==> config.mk <==
export PLATFORM = sky130hd
export DESIGN_NAME = nec_ir_frame_transmitter
export DESIGN_NICKNAME = d
export VERILOG_FILES = /design/src/necir_pkg.sv /design/src/necir_fsm.sv /design/src/nec_ir_frame_transmitter.sv
export SDC_FILE = /design/constraint.sdc
export NUM_CORES = 1
export LEC_CHECK = 0
export BUFFER_PORTS_ARGS = -buffer_cell sky130_fd_sc_hd__buf_2
export CELL_PAD_IN_SITES_DETAIL_PLACEMENT = 0
export CELL_PAD_IN_SITES_GLOBAL_PLACEMENT = 1
export CORE_MARGIN = 2
export CORE_UTILIZATION = 50
export DETAILED_ROUTE_END_ITERATION = 10
export PLACE_DENSITY = 0.87
export SLEW_MARGIN = 30
export SYNTH_ARGS = -nofsm -noshare
export SYNTH_HDL_FRONTEND = slang
export SYNTH_HIERARCHICAL = 1
export SYNTH_SLANG_ARGS = --single-unit
==> constraint.sdc <==
create_clock -name clk -period 11.6 [get_ports clk]
set_input_delay 1.16 -clock clk [delete_from_list [all_inputs] [get_ports clk]]
set_output_delay 1.16 -clock clk [all_outputs]
set_load 0.02 [all_outputs]
==> src/necir_pkg.sv <==
`default_nettype none
package necir_pkg;

  localparam int CODE_BITS_DEF = 32;
  localparam int LEN_W         = 18;
  localparam int KEY_W         = 6;
  localparam int CFG_IDX_W     = 3;
  localparam int NUM_KEYS      = 12;

  typedef enum logic [CFG_IDX_W-1:0] {
    REG_LEADER_MARK  = 3'd0,
    REG_LEADER_SPACE = 3'd1,
    REG_BIT_MARK     = 3'd2,
    REG_ZERO_SPACE   = 3'd3,
    REG_ONE_SPACE    = 3'd4,
    REG_FRAME_GAP    = 3'd5
  } cfg_reg_t;

  localparam logic [LEN_W-1:0] LEADER_MARK_RST  = 18'd9000;
  localparam logic [LEN_W-1:0] LEADER_SPACE_RST = 18'd4500;
  localparam logic [LEN_W-1:0] BIT_MARK_RST     = 18'd500;
  localparam logic [LEN_W-1:0] ZERO_SPACE_RST   = 18'd500;
  localparam logic [LEN_W-1:0] ONE_SPACE_RST    = 18'd1620;
  localparam logic [LEN_W-1:0] FRAME_GAP_RST    = 18'd100000;

  typedef struct packed {
    logic [LEN_W-1:0] leader_mark;
    logic [LEN_W-1:0] leader_space;
    logic [LEN_W-1:0] bit_mark;
    logic [LEN_W-1:0] zero_space;
    logic [LEN_W-1:0] one_space;
    logic [LEN_W-1:0] frame_gap;
  } timing_t;

  typedef struct packed {
    logic pin_level;
    logic frame_start;
    logic key_error;
  } result_t;

  typedef struct packed {
    logic        found;
    logic [31:0] code;
  } lookup_t;

  localparam logic [KEY_W-1:0] KEY_IDS [0:NUM_KEYS-1] = '{
    6'd10, 6'd11, 6'd12, 6'd15, 6'd17, 6'd19,
    6'd21, 6'd22, 6'd23, 6'd24, 6'd25, 6'd36
  };

  localparam logic [31:0] KEY_CODES [0:NUM_KEYS-1] = '{
    32'h404015ea, 32'h40401ce3, 32'h4040bf40, 32'h40400af5,
    32'h404037c8, 32'h404040bf, 32'h40400bf4, 32'h40400ef1,
    32'h404010ef, 32'h404011ee, 32'h40400df2, 32'h404016e9
  };

  function automatic lookup_t key_lookup(input logic [KEY_W-1:0] key);
    lookup_t lk;
    lk = '0;
    for (int i = 0; i < NUM_KEYS; i++) begin
      if (KEY_IDS[i] == key) begin
        lk.found = 1'b1;
        lk.code  = KEY_CODES[i];
      end
    end
    return lk;
  endfunction

  // zero length acts as one tick
  function automatic logic [LEN_W-1:0] len_of(input logic [LEN_W-1:0] v);
    return (v == '0) ? LEN_W'(1) : v;
  endfunction

endpackage
`default_nettype wire

==> src/necir_fsm.sv <==
`default_nettype none
module necir_fsm
  import necir_pkg::*;
#(
  parameter int CODE_BITS = CODE_BITS_DEF
) (
  input  wire logic             clk,
  input  wire logic             rst_n,
  input  wire logic             step,
  input  wire logic             mode,
  input  wire logic [KEY_W-1:0] key,
  input  wire timing_t          timing,
  output result_t               result
);

  localparam int BIT_W = (CODE_BITS > 1) ? $clog2(CODE_BITS) : 1;

  typedef enum logic [5:0] {
    PH_IDLE        = 6'b000001,
    PH_LEAD_MARK   = 6'b000010,
    PH_LEAD_SPACE  = 6'b000100,
    PH_BIT_MARK    = 6'b001000,
    PH_BIT_SPACE   = 6'b010000,
    PH_GAP         = 6'b100000
  } phase_t;

  phase_t               phase_r, phase_nxt;
  logic [LEN_W-1:0]     tick_r, tick_nxt;
  logic [BIT_W-1:0]     bitpos_r, bitpos_nxt;
  logic [CODE_BITS-1:0] code_r, code_nxt;

  lookup_t              lk;
  logic [LEN_W-1:0]     phase_len;
  logic [LEN_W:0]       tick_inc;
  logic                 cur_bit;
  logic                 phase_done;
  logic                 last_bit;

  assign lk         = key_lookup(key);
  assign cur_bit    = code_r[BIT_W'(CODE_BITS - 1) - bitpos_r];
  assign last_bit   = (bitpos_r == BIT_W'(CODE_BITS - 1));
  assign tick_inc   = {1'b0, tick_r} + (LEN_W+1)'(1);
  assign phase_done = (tick_inc >= {1'b0, phase_len});

  always_comb begin
    case (phase_r)
      PH_LEAD_MARK:  phase_len = len_of(timing.leader_mark);
      PH_LEAD_SPACE: phase_len = len_of(timing.leader_space);
      PH_BIT_MARK:   phase_len = len_of(timing.bit_mark);
      PH_BIT_SPACE:  phase_len = cur_bit ? len_of(timing.one_space)
                                         : len_of(timing.zero_space);
      default:       phase_len = len_of(timing.frame_gap);
    endcase
  end

  always_comb begin
    phase_nxt  = phase_r;
    tick_nxt   = tick_r;
    bitpos_nxt = bitpos_r;
    code_nxt   = code_r;
    result     = '0;
    if (mode) begin
      tick_nxt         = '0;
      bitpos_nxt       = '0;
      code_nxt         = lk.found ? lk.code[CODE_BITS-1:0] : '0;
      phase_nxt        = lk.found ? PH_LEAD_MARK : PH_IDLE;
      result.key_error = ~lk.found;
    end else if (phase_r != PH_IDLE) begin
      result.pin_level   = (phase_r == PH_LEAD_MARK) || (phase_r == PH_BIT_MARK);
      result.frame_start = (phase_r == PH_LEAD_MARK) && (tick_r == '0);
      if (phase_done) begin
        tick_nxt = '0;
        case (phase_r)
          PH_LEAD_MARK: phase_nxt = PH_LEAD_SPACE;
          PH_LEAD_SPACE: begin
            phase_nxt  = PH_BIT_MARK;
            bitpos_nxt = '0;
          end
          PH_BIT_MARK: phase_nxt = PH_BIT_SPACE;
          PH_BIT_SPACE: begin
            if (last_bit) begin
              bitpos_nxt = '0;
              phase_nxt  = PH_GAP;
            end else begin
              bitpos_nxt = bitpos_r + BIT_W'(1);
              phase_nxt  = PH_BIT_MARK;
            end
          end
          default: begin
            phase_nxt  = PH_LEAD_MARK;
            bitpos_nxt = '0;
          end
        endcase
      end else begin
        tick_nxt = tick_inc[LEN_W-1:0];
      end
    end
  end

  always_ff @(posedge clk) begin
    if (!rst_n) begin
      phase_r  <= PH_IDLE;
      tick_r   <= '0;
      bitpos_r <= '0;
      code_r   <= '0;
    end else if (step) begin
      phase_r  <= phase_nxt;
      tick_r   <= tick_nxt;
      bitpos_r <= bitpos_nxt;
      code_r   <= code_nxt;
    end
  end

endmodule
`default_nettype wire

==> src/nec_ir_frame_transmitter.sv <==
// NEC-style infrared frame transmitter, one microsecond tick per item.
// Input channel (in_valid / in_stall, in_mode, in_key): mode 1 loads a key
// and restarts the frame; mode 0 is one tick of line time. Every item gives
// exactly one result on the output channel (out_valid / out_stall) carrying
// out_pin_level, out_frame_start and out_key_error.
// The result is registered: it appears in the output register on the
// cycle after the item is accepted. Throughput is one item per clock while
// in_stall is low; the timing state machine updates once per accepted item.
// When the receiver stalls, the result holds in the output register and
// in_stall rises only while that register is full and stalled, so a new
// item is taken in the same cycle the old result leaves.
// Timing registers are written through cfg_valid / cfg_ready with
// cfg_index 0..5 (leader mark, leader space, bit mark, zero space, one space,
// frame gap); writes to other indexes are dropped. cfg_ready is always high.
// Synchronous reset (rst_n low) idles the transmitter, clears the code word,
// empties the output register and restores the default timing.
`default_nettype none
module nec_ir_frame_transmitter
  import necir_pkg::*;
#(
  parameter int CODE_BITS = CODE_BITS_DEF
) (
  input  wire logic                 clk,
  input  wire logic                 rst_n,
  input  wire logic                 in_valid,
  output logic                      in_stall,
  input  wire logic                 in_mode,
  input  wire logic [KEY_W-1:0]     in_key,
  output logic                      out_valid,
  input  wire logic                 out_stall,
  output logic                      out_pin_level,
  output logic                      out_frame_start,
  output logic                      out_key_error,
  input  wire logic                 cfg_valid,
  output logic                      cfg_ready,
  input  wire logic [CFG_IDX_W-1:0] cfg_index,
  input  wire logic [LEN_W-1:0]     cfg_data
);

  timing_t timing_r;
  logic    out_valid_r;
  result_t res_r;
  result_t res;
  logic    accept;

  assign cfg_ready = 1'b1;
  assign in_stall  = out_valid_r & out_stall;
  assign accept    = in_valid & ~in_stall;

  always_ff @(posedge clk) begin
    if (!rst_n) begin
      timing_r.leader_mark  <= LEADER_MARK_RST;
      timing_r.leader_space <= LEADER_SPACE_RST;
      timing_r.bit_mark     <= BIT_MARK_RST;
      timing_r.zero_space   <= ZERO_SPACE_RST;
      timing_r.one_space    <= ONE_SPACE_RST;
      timing_r.frame_gap    <= FRAME_GAP_RST;
    end else if (cfg_valid && cfg_ready) begin
      case (cfg_reg_t'(cfg_index))
        REG_LEADER_MARK:  timing_r.leader_mark  <= cfg_data;
        REG_LEADER_SPACE: timing_r.leader_space <= cfg_data;
        REG_BIT_MARK:     timing_r.bit_mark     <= cfg_data;
        REG_ZERO_SPACE:   timing_r.zero_space   <= cfg_data;
        REG_ONE_SPACE:    timing_r.one_space    <= cfg_data;
        REG_FRAME_GAP:    timing_r.frame_gap    <= cfg_data;
        default: ;
      endcase
    end
  end

  necir_fsm #(
    .CODE_BITS(CODE_BITS)
  ) u_fsm (
    .clk    (clk),
    .rst_n  (rst_n),
    .step   (accept),
    .mode   (in_mode),
    .key    (in_key),
    .timing (timing_r),
    .result (res)
  );

  always_ff @(posedge clk) begin
    if (!rst_n) begin
      out_valid_r <= 1'b0;
    end else if (accept) begin
      out_valid_r <= 1'b1;
    end else if (!out_stall) begin
      out_valid_r <= 1'b0;
    end
  end

  always_ff @(posedge clk) begin
    if (accept) begin
      res_r <= res;
    end
  end

  assign out_valid       = out_valid_r;
  assign out_pin_level   = res_r.pin_level;
  assign out_frame_start = res_r.frame_start;
  assign out_key_error   = res_r.key_error;

endmodule
`default_nettype wire
==> results of run 1 <==
==> synth_stat cells, types with 4 or more instances <==
| master | count |
|---|---|
| nand2_1 | 129 |
| a222oi_1 | 7 |
| mux2_2 | 8 |
| a211oi_1 | 5 |
| and4b_1 | 4 |
| a22o_1 | 18 |
| o211ai_1 | 11 |
| nand2b_1 | 7 |
| ha_1 | 22 |
| nand4_1 | 13 |
| xnor2_1 | 12 |
| or3_1 | 4 |
| dfxtp_1 | 155 |
| nor4_1 | 29 |
| nand3_1 | 13 |
| nor2b_1 | 64 |
| a221oi_1 | 8 |
| a31oi_1 | 9 |
| nor3_1 | 11 |
| nand4b_1 | 5 |
| o21a_1 | 11 |
| nand3b_1 | 7 |
| a21oi_1 | 36 |
| nor2_1 | 43 |
| xor2_1 | 7 |
| mux2i_1 | 123 |
| and2_1 | 7 |
| a22oi_1 | 9 |
| or4_1 | 7 |
| o21ai_0 | 34 |
| buf_2 | 16 |
| o221a_2 | 5 |
| clkbuf_1 | 48 |
| and3_1 | 6 |
| inv_1 | 13 |
==> sequential cells by signal, summed over array words and instances (netlist names) <==
name / cells
u_fsm/bitpos_r: 5
out_key_error: 1
out_valid: 1
u_fsm/phase_r: 6
u_fsm/code_r: 17
u_fsm/tick_r: 18
out_pin_level: 1
timing_r: 108
out_frame_start: 1
==> layout by cell type (no fill, tap or decap), types with 5 or more instances in the layout <==
| master | n |
|---|---|
| nand2b_1 | 7 |
| a21oi_1 | 36 |
| and2_1 | 7 |
| mux2i_1 | 123 |
| mux2_2 | 8 |
| and3_1 | 6 |
| a211oi_1 | 5 |
| xnor2_1 | 12 |
| o21a_1 | 11 |
| xor2_1 | 7 |
| nand3b_1 | 7 |
| nor4_1 | 28 |
| o21ai_0 | 34 |
| o221a_2 | 5 |
| inv_1 | 13 |
| nand4b_1 | 5 |
| a22o_1 | 18 |
| buf_4 | 10 |
| a22oi_1 | 9 |
| nand3_1 | 13 |
| buf_2 | 36 |
| a221oi_1 | 8 |
| ha_1 | 22 |
| clkbuf_16 | 18 |
| a31oi_1 | 9 |
| or4_1 | 7 |
| nand4_1 | 13 |
| nor2b_1 | 64 |
| a222oi_1 | 7 |
| nand2_1 | 129 |
| nor3_1 | 11 |
| nor2_1 | 43 |
| o211ai_1 | 11 |
| dfxtp_1 | 155 |
==> cells by family after synthesis <==
group | after synthesis
simple gates | 370
compound gates | 180
flops | 158
mux | 134
buf+inv | 84
fa+ha+maj | 22
xor+xnor | 19
other cells | 1
==> how the worst max path moves through the flow <==
stage | from | endpoint | slack (ns)
CTS | u_fsm/phase_r[4] | u_fsm/bitpos_r[3] | 6.53
finish | u_fsm/phase_r[4] | u_fsm/bitpos_r[3] | 6.42
detailed placement | u_fsm/phase_r[4] | u_fsm/bitpos_r[3] | 6.60
floorplan | u_fsm/bitpos_r[1] | u_fsm/bitpos_r[0] | 7.23
global route | u_fsm/phase_r[1] | u_fsm/bitpos_r[3] | 6.16
global placement | u_fsm/phase_r[4] | u_fsm/bitpos_r[3] | 6.71
==> per-stage QoR <==
stage,cells,hold slack [ns]
global placement,1169,0.446
global route,1202,0.489
finish,1202,0.464
detailed placement,1170,0.459
floorplan,968,0.439
CTS,1202,0.468
==> where the power goes <==
group	internal, mW	switching (mW)	leakage, nW	total [mW]
registers	0.556	0.0101	1.29	0.567
logic	0.0367	0.0607	2.28	0.0974
clock network	0.339	0.234	0.292	0.573
total	0.932	0.305	3.86	1.24
==> layer usage <==
layer  wire (um)  part of all wire [%]  up-vias  GRT usage, %
met4         853                   3.8        0          11.0
met2        9930                    45      220          38.2
li1            -                     -     3534             -
met5           0                     0        -             0
met3        1240                   5.6       45          5.80
met1       10100                    46     3449          33.2
==> worst max-delay path: cells and delay by family, from the launching register on <==
| family | cells | cell delay (ns) |
|---|---|---|
| compound gates | 6 | 2.28 |
| simple gates | 5 | 1.94 |
| flops | 1 | 0.35 |
| fa+ha+maj | 1 | 0.30 |
| buf+inv | 1 | 0.24 |
==> layout make-up <==
cell class | count | share of cell area (%)
Multi-Input combinational cell | 726 | 53.7
Sequential cell | 158 | 33.6
Clock buffer | 22 | 5.00
Tap cell | 225 | 2.96
Timing Repair Buffer | 48 | 2.92
Clock inverter | 10 | 1.34
Inverter | 13 | 0.513
==> results.sh, run 1 <==
export IMPL_avgSynthCellArea_um2=8.92
export IMPL_dominantRegCellSynth="dfxtp_1"
export IMPL_r2r_setup_slack_ns=6.42
export IMPL_cts_buffer_depth=2
export IMPL_seq_area_um2=3190
export IMPL_tritoncts="built"
export IMPL_synth_top_cell_area_share_pct=35.9
export IMPL_crit_fanout=20
export IMPL_drive_gt1_share_pct=10.6
export IMPL_max_slew_margin_pct=38.6
export IMPL_crit_slowest_cell="a21boi_1"
export IMPL_netlist_area_um2=8640
export IMPL_post_cts_resized=0
export IMPL_finalCritPeriodShare_pct=44.7
export IMPL_htreeDepth=4
export IMPL_r2r_start="u_fsm/phase_r[4]"
export IMPL_r2r_end="u_fsm/bitpos_r[3]"
export IMPL_antenna_found_initial=0
export IMPL_hold_path_class="reg2reg"
export IMPL_seq_area_frac_synth_pct=37.0
export IMPL_synthCells=968
export IMPL_coreArea_um2=17100
export IMPL_skew_ns=0.00794
export IMPL_multi_input_area_um2=5110
export IMPL_netlist_top_cell_by_area="dfxtp_1"
export IMPL_hold_depth=2
export IMPL_hold_buffers=0
export IMPL_synth_mux_area_share_pct=16.1
export IMPL_grtUsageTotal_pct=24.8
export IMPL_io_pins=39
export IMPL_dp_slack_ns=6.60
export IMPL_reg2regPathDepth=13
export IMPL_synth_fp_nets=1023
export IMPL_synth_edf_count=3
export IMPL_area_growth_syn_to_layout_pct=10.1
export IMPL_diodes=0
export IMPL_clkTransAtPathRegs_ns=0.06
export IMPL_p_leak_nw=3.86
export IMPL_synth_xor_area_share_pct=1.93
export IMPL_die_area_um2=18300
export IMPL_final_fill_count=1546
export IMPL_drt_wirelength_per_cell_um=18.4
export IMPL_crit_required_ns=11.95
export IMPL_dpl_cell_area_um2=8900
export IMPL_first_global_vias=6768
export IMPL_cts_sinks=158
export IMPL_min_period_ns=5.18
export IMPL_drt_total_wl_um=22200
export IMPL_fin_ws_ns=6.42
export IMPL_synth_cell_type_count=73
export IMPL_num_rows=48
export IMPL_synth_warnings=6
export IMPL_fp_dieW_um=135
export IMPL_dr_pass1_iters=6
export IMPL_hold_violations=0
export IMPL_yosys_area_share_simple_pct=22.7
export IMPL_globalplace_congestion=0.967
export IMPL_via_per_inst=6.03
export IMPL_path_cells="or4_1 > nor3_2 > a21boi_1 > a221oi_1 > o21a_1 > ha_1 > nand4_1 > a2bb2oi_1 > a2111oi_0 > nor4_2 > buf_4 > or4_1 > a21oi_1"
export IMPL_max_freq_ghz=0.193
export IMPL_final_setup_viol_count=0
export IMPL_detail_route_antenna_nets=0
export IMPL_drt_initial_drc_count=618
export IMPL_grt_max_degree=110
export IMPL_finalPower_mw=1.24
export IMPL_synth_area_leaders="dfxtp_1 36%, mux2i_1 14%, nand2_1 5.6%"
export IMPL_overflow=0
export IMPL_fin_nets=1019
export IMPL_setup_worst_path_end_class="flop"
export IMPL_status="finished, final reports clean"
export IMPL_synthArstFlopShare_pct=0
export IMPL_ys_ff_latch=158
export IMPL_synth_top_family_by_area="simple AND/OR/NAND/NOR gates"
export IMPL_synthAdderAreaFrac_pct=3.19
export IMPL_grt_pass1_wl_um=35700
export IMPL_final_util_pct=55.6
export IMPL_finalInstanceArea_um2=9510
export IMPL_die_h_um=135
export IMPL_setup_tns_ns=0
export IMPL_cts_root_buf="clkbuf_16"
export IMPL_hold_start="timing_r[18]"
export IMPL_whs_endpoint="timing_r[18]"
export IMPL_cp_start_kind="flop"
export IMPL_critPathKind="reg2reg"
export IMPL_start_util_pct=50.5
export IMPL_synth_compound_area_share_pct=14.6
export IMPL_cap_violations=0
export IMPL_cts_post_setup_buffers_inserted=0
export IMPL_port_buffers=37
export IMPL_peakVddDrop_mv=0.103
export IMPL_drcViolationCount=0
export IMPL_critPathArrivalTime_ns=5.53
export IMPL_pwr_density_cell_nw_per_um2=130
export IMPL_crit_top_cell="or4_1"
export IMPL_clk_latency_ns=0.43
export IMPL_place_hpwl_um=15700
export IMPL_rsz0062_at_grt="no"
export IMPL_slew_viol_final=0
export IMPL_via_count=7248
export IMPL_numCtsBuffers=17
export IMPL_cp_slowest_stage_delay_ns=0.79
export IMPL_worst_pin_slew_ns=0.921
Note: power is estimated with default switching activity, not from simulation.
==> run 2, diff against run 1 <==
CORE_UTILIZATION = 48   (was 50)
PLACE_DENSITY = 0.84   (was 0.87)
clock period = 5.4 ns   (was 11.6 ns; I/O delays follow)
==> run 2 against run 1 <==
Effect of this change:
- global-route usage down 0.72 points
- die area up 4.0%
- routed wire length up 2.2%
- count of clock-buffer cells in the layout down 3
- largest cell class unchanged
- highest routed layer unchanged
==> results.sh, run 2 (synthesis gave the netlist of run 1 again) <==
export IMPL_max_slew_margin_pct=33.3
export IMPL_grt_met1_usage_pct=33.0
export IMPL_crit_required_ns=5.75
export IMPL_drt_total_wl_um=22600
export IMPL_antenna_found_initial=0
export IMPL_slew_viol_final=0
export IMPL_grt_use_met2_pct=37.7
export IMPL_setup_worst_path_end_class="flop"
export IMPL_numCtsBuffers=17
export IMPL_fin_nets=1023
export IMPL_peakVddDrop_mv=0.236
export IMPL_fp_dieW_um=138
export IMPL_hold_buffers=0
export IMPL_largest_register_ffs=108
export IMPL_use_met3_pct=4.85
export IMPL_first_global_vias=7019
export IMPL_p_int_mw=2.00
export IMPL_pwr_share_clk_pct=47.0
export IMPL_layout_common_cells="155 x dfxtp_1, 129 x nand2_1, 123 x mux2i_1"
export IMPL_drcViolationCount=0
export IMPL_multi_input_area_um2=5100
export IMPL_comb_power_share_pct=7.8
export IMPL_final_fill_count=1681
export IMPL_dpl_cell_area_um2=8930
export IMPL_p_sw_share_pct=25.8
export IMPL_grt_busiest_layer="met2"
export IMPL_globalplace_congestion=0.891
export IMPL_skew_ns=0.0139
export IMPL_crit_fanout=20
export IMPL_finalInstanceArea_um2=9550
export IMPL_drt_initial_drc_count=641
export IMPL_final_setup_viol_count=0
export IMPL_grt_pass1_wl_um=37200
export IMPL_via_per_inst=6.00
export IMPL_max_freq_ghz=0.218
export IMPL_htreeDepth=4
export IMPL_io_pins=39
export IMPL_reg_top3="timing_r (108), u_fsm/tick_r (18), u_fsm/code_r (17)"
export IMPL_worst_pin_slew_ns=0.986
export IMPL_top_register="timing_r"
export IMPL_num_rows=49
export IMPL_die_h_um=138
export IMPL_diodes=0
export IMPL_cts_buffer_depth=2
export IMPL_critPathArrivalTime_ns=4.93
export IMPL_grt_max_degree=88
export IMPL_via_count=7255
export IMPL_setup_tns_ns=0
export IMPL_cap_violations=0
export IMPL_grtUsageTotal_pct=24.1
export IMPL_cp_start_kind="flop"
export IMPL_post_cts_resized=0
export IMPL_overflow=0
export IMPL_drive_gt1_share_pct=11.4
export IMPL_final_common_cell="dfxtp_1"
export IMPL_stdcell_count=1210
export IMPL_pwr_density_cell_nw_per_um2=282
export IMPL_min_period_ns=4.58
export IMPL_cts_post_setup_buffers_inserted=0
export IMPL_post_place_cells=1178
export IMPL_cts_sinks=158
export IMPL_p_leak_nw=3.88
export IMPL_die_area_um2=19100
export IMPL_port_buffers=37
export IMPL_start_util_pct=48.6
export IMPL_finalCritPeriodShare_pct=84.8
export IMPL_cts_root_buf="clkbuf_16"
export IMPL_status="finished, final reports clean"
export IMPL_seq_area_um2=3190
export IMPL_critPathKind="reg2reg"
export IMPL_hold_violations=0
export IMPL_fin_ws_ns=0.821
export IMPL_coreArea_um2=17800
export IMPL_p_sw_mw=0.694
export IMPL_finalPower_mw=2.70
export IMPL_clkTransAtPathRegs_ns=0.07
export IMPL_dp_slack_ns=0.966
export IMPL_place_hpwl_um=16300
export IMPL_tritoncts="built"
export IMPL_clk_latency_ns=0.43
export IMPL_drt_wirelength_per_cell_um=18.7
export IMPL_hold_path_class="in2reg"
export IMPL_dr_pass1_iters=6
export IMPL_area_growth_syn_to_layout_pct=10.5
export IMPL_detail_route_antenna_nets=0
export IMPL_rsz0062_at_grt="no"
export IMPL_seqPwrFrac_pct=45.1
## run 2: path summary, 6_finish.rpt
check | from | to | slack, ns | depth (start not counted)
setup / recovery | u_fsm/phase_r[4] | u_fsm/bitpos_r[3] | 0.82 | 14
hold / removal | in_valid | out_valid | 0.33 | 2
setup reg to reg | u_fsm/phase_r[4] | u_fsm/bitpos_r[3] | 0.82 | 14
hold reg to reg | timing_r[36] | timing_r[36] | 0.46 | 2
## run 2: metal layers
metal | part of all wire (%) | vias up | wire length, um
met2 | 46 | 193 | 10300
li1 | - | 3545 | -
met5 | 0 | - | 0
met4 | 2.3 | 0 | 523
met1 | 47 | 3480 | 10800
met3 | 4.6 | 37 | 1050
## run 2: worst max-delay path, cell delays in order (launching register included)
cell	delay [ns]
dfxtp_1	0.35
or4_1	0.54
nor3_2	0.29
a21boi_1	0.83
a221oi_1	0.20
o21a_1	0.17
ha_1	0.34
nand4_1	0.11
a2bb2oi_1	0.13
a2111oi_0	0.43
buf_4	0.20
nor4_2	0.04
buf_4	0.20
or4_1	0.52
a21oi_1	0.14
## run 2: final cells by class
cell class,instances,share of cell area [%]
clock buffer,19,4.74
clock inverter,13,1.72
inverter,13,0.511
multi-input combinational,726,53.4
sequential,158,33.4
tap,229,3.00
timing repair buffer,52,3.15
## run 2: stage by stage
stage	utilization, %	hold WS, ns
after detailed placement	50.2	0.453
final	53.7	0.329
after floorplan	-	0.439
after global routing	53.7	0.322
after CTS	53.7	0.317
after global placement	50.1	0.449
## run 2: power by group through the flow
| stage | clock network [mW] | logic (mW) | registers [mW] |
|---|---|---|---|
| finish | 1.27 | 0.211 | 1.22 |
| global route | 1.34 | 0.233 | 1.22 |
| CTS | 1.28 | 0.210 | 1.22 |
| detailed placement | 0 | 0.209 | 1.24 |
| global placement | 0 | 0.207 | 1.24 |
| floorplan | 0 | 0.151 | 1.24 |
==> run 3, diff against run 2 <==
clock period = 4.6 ns   (was 5.4 ns; I/O delays follow)
==> run 3 against run 2 <==
Effect of this change:
- final cell count increased by 0.41%
- sequential power up 17%
- final area is 0.21% lower
- utilization down 0.11 points
- hold slack lost 0.079 ns
- power is 11% higher
- sequential share of layout area is 0.070 points higher
- register-to-register slack got worse by 0.52 ns
- count of clock-buffer cells in the layout is the same
- critical path type unchanged
- critical endpoint unchanged
- largest cell class unchanged
==> results.sh, run 3 (synthesis gave the netlist of run 1 again) <==
export IMPL_clk_latency_ns=0.43
export IMPL_p_leak_nw=3.87
export IMPL_final_fill_count=1668
export IMPL_slew_viol_final=0
export IMPL_grt_pass1_wl_um=37300
export IMPL_crit_slowest_cell="or4_1"
export IMPL_diodes=0
export IMPL_tritoncts="built"
export IMPL_top_register="timing_r"
export IMPL_port_buffers=37
export IMPL_peakVddDrop_mv=0.231
export IMPL_hold_buffers=0
export IMPL_crit_required_ns=4.95
export IMPL_drcViolationCount=0
export IMPL_setup_worst_path_end_class="flop"
export IMPL_finalCritPeriodShare_pct=93.5
export IMPL_area_growth_syn_to_layout_pct=10.3
export IMPL_die_area_um2=19100
export IMPL_place_hpwl_um=16400
export IMPL_htreeDepth=4
export IMPL_cts_post_setup_buffers_inserted=0
export IMPL_critPathArrivalTime_ns=4.65
export IMPL_p_sw_mw=0.793
export IMPL_num_rows=49
export IMPL_cts_sinks=158
export IMPL_drt_initial_drc_count=732
export IMPL_crit_top_cell="buf_4"
export IMPL_worst_pin_slew_ns=0.955
export IMPL_drt_wirelength_per_cell_um=19.0
export IMPL_cts_buffer_depth=2
export IMPL_dr_pass1_iters=6
export IMPL_fp_dieW_um=138
export IMPL_die_h_um=138
export IMPL_reg_top3="timing_r (108), u_fsm/tick_r (18), u_fsm/code_r (17)"
export IMPL_max_freq_ghz=0.232
export IMPL_path_cells="mux4_2 > mux2_2 > nand3b_1 > o211ai_1 > buf_4 > mux2_2 > a21oi_1 > ha_1 > nand4_1 > a2bb2oi_1 > a2111oi_1 > buf_4 > nor4_2 > buf_4 > or4_1 > a21oi_1"
export IMPL_final_common_cell="dfxtp_1"
export IMPL_p_int_mw=2.21
export IMPL_grt_max_degree=169
export IMPL_start_util_pct=48.6
export IMPL_post_cts_resized=0
export IMPL_seqPwrFrac_pct=47.6
export IMPL_hold_path_class="in2reg"
export IMPL_critPathKind="reg2reg"
export IMPL_p_sw_share_pct=26.4
export IMPL_overflow=0
export IMPL_pwr_share_clk_pct=44.1
export IMPL_max_slew_margin_pct=35.4
export IMPL_dp_slack_ns=0.265
export IMPL_min_period_ns=4.30
export IMPL_status="finished, final reports clean"
export IMPL_grtUsageTotal_pct=24.1
export IMPL_final_setup_viol_count=0
export IMPL_cap_violations=0
export IMPL_first_global_vias=6801
export IMPL_pwr_density_cell_nw_per_um2=315
export IMPL_fin_nets=1028
export IMPL_largest_register_ffs=108
export IMPL_globalplace_congestion=0.906
export IMPL_fin_ws_ns=0.299
export IMPL_numCtsBuffers=17
export IMPL_hold_violations=0
export IMPL_detail_route_antenna_nets=0
export IMPL_clkTransAtPathRegs_ns=0.06
export IMPL_via_per_inst=6.04
export IMPL_io_pins=39
export IMPL_skew_ns=0.0110
export IMPL_cts_root_buf="clkbuf_16"
export IMPL_drt_total_wl_um=23100
export IMPL_comb_power_share_pct=8.3
export IMPL_cp_start_kind="flop"
export IMPL_drive_gt1_share_pct=11.9
export IMPL_antenna_found_initial=0
export IMPL_cp_slowest_stage_delay_ns=0.53
export IMPL_rsz0062_at_grt="no"
export IMPL_via_count=7337
export IMPL_layout_common_cells="155 x dfxtp_1, 129 x nand2_1, 123 x mux2i_1"
export IMPL_crit_fanout=20
export IMPL_setup_tns_ns=0
export IMPL_coreArea_um2=17800
-- run 3: cell types whose count changed in the layout (fill, tap and decap cells not counted), sizes merged --
| cell | delta |
|---|---|
| clkinv | +2 |
| bufinv | -2 |
| buf | +5 |
| inv | -3 |
| clkinvlp | +3 |
-- run 3: through the flow --
stage / cell area [um2] / hold slack [ns] / utilization (%) / std cells / power, mW
after floorplan: 8640 / 0.439 / - / 968 / 1.63
after global placement: 8960 / 0.448 / 50.4 / 1183 / 1.70
after detailed placement: 8970 / 0.456 / 50.5 / 1183 / 1.71
after CTS: 9520 / 0.242 / 53.5 / 1215 / 3.02
after global routing: 9530 / 0.236 / 53.6 / 1215 / 3.11
final: 9530 / 0.250 / 53.6 / 1215 / 3.00
-- run 3: final cells by class --
class / instances / area, um2 / area share, %
multi-input cells: 726 / 5100 / 53.6
flip-flops and latches: 158 / 3190 / 33.5
clock buffers: 19 / 443 / 4.65
repair buffers: 57 / 350 / 3.68
well taps: 229 / 287 / 3.01
clock inverters: 13 / 103 / 1.08
inverters: 13 / 48.8 / 0.512
-- run 3: critical path: cells and delay by family (launching register included) --
family,cells,cell delay [ns]
AO/OA/AOI/OAI,5,1.07
adder cells (fa/ha/maj),1,0.20
buffers and inverters,3,0.67
flip-flops,1,0.40
multiplexers,3,1.10
AND/OR/NAND/NOR,4,0.78
-- run 3: final timing paths --
kind | from | cells past startpoint | to | slack [ns]
max reg2reg | u_fsm/bitpos_r[1] | 16 | u_fsm/bitpos_r[3] | 0.30
min | in_valid | 2 | out_valid | 0.25
min reg2reg | timing_r[36] | 2 | timing_r[36] | 0.47
max | u_fsm/bitpos_r[1] | 16 | u_fsm/bitpos_r[3] | 0.30
-- run 3: power groups by stage --
| stage | combinational, mW | sequential, mW | clock (mW) |
|---|---|---|---|
| 2_1_floorplan | 0.178 | 1.45 | 0 |
| 3_3_place_gp | 0.246 | 1.46 | 0 |
| 3_5_place_dp | 0.247 | 1.46 | 0 |
| 4_1_cts | 0.248 | 1.43 | 1.35 |
| 5_1_grt | 0.274 | 1.43 | 1.41 |
| 6_report | 0.251 | 1.43 | 1.33 |
-- run 3: per-layer routing --
metal / vias to the layer above / routed length (um) / track usage (%)
met5: - / 0 / 0
met4: 0 / 541 / 8.32
met3: 38 / 1150 / 4.30
met2: 250 / 10400 / 37.1
met1: 3490 / 11000 / 34.2
li1: 3559 / - / -
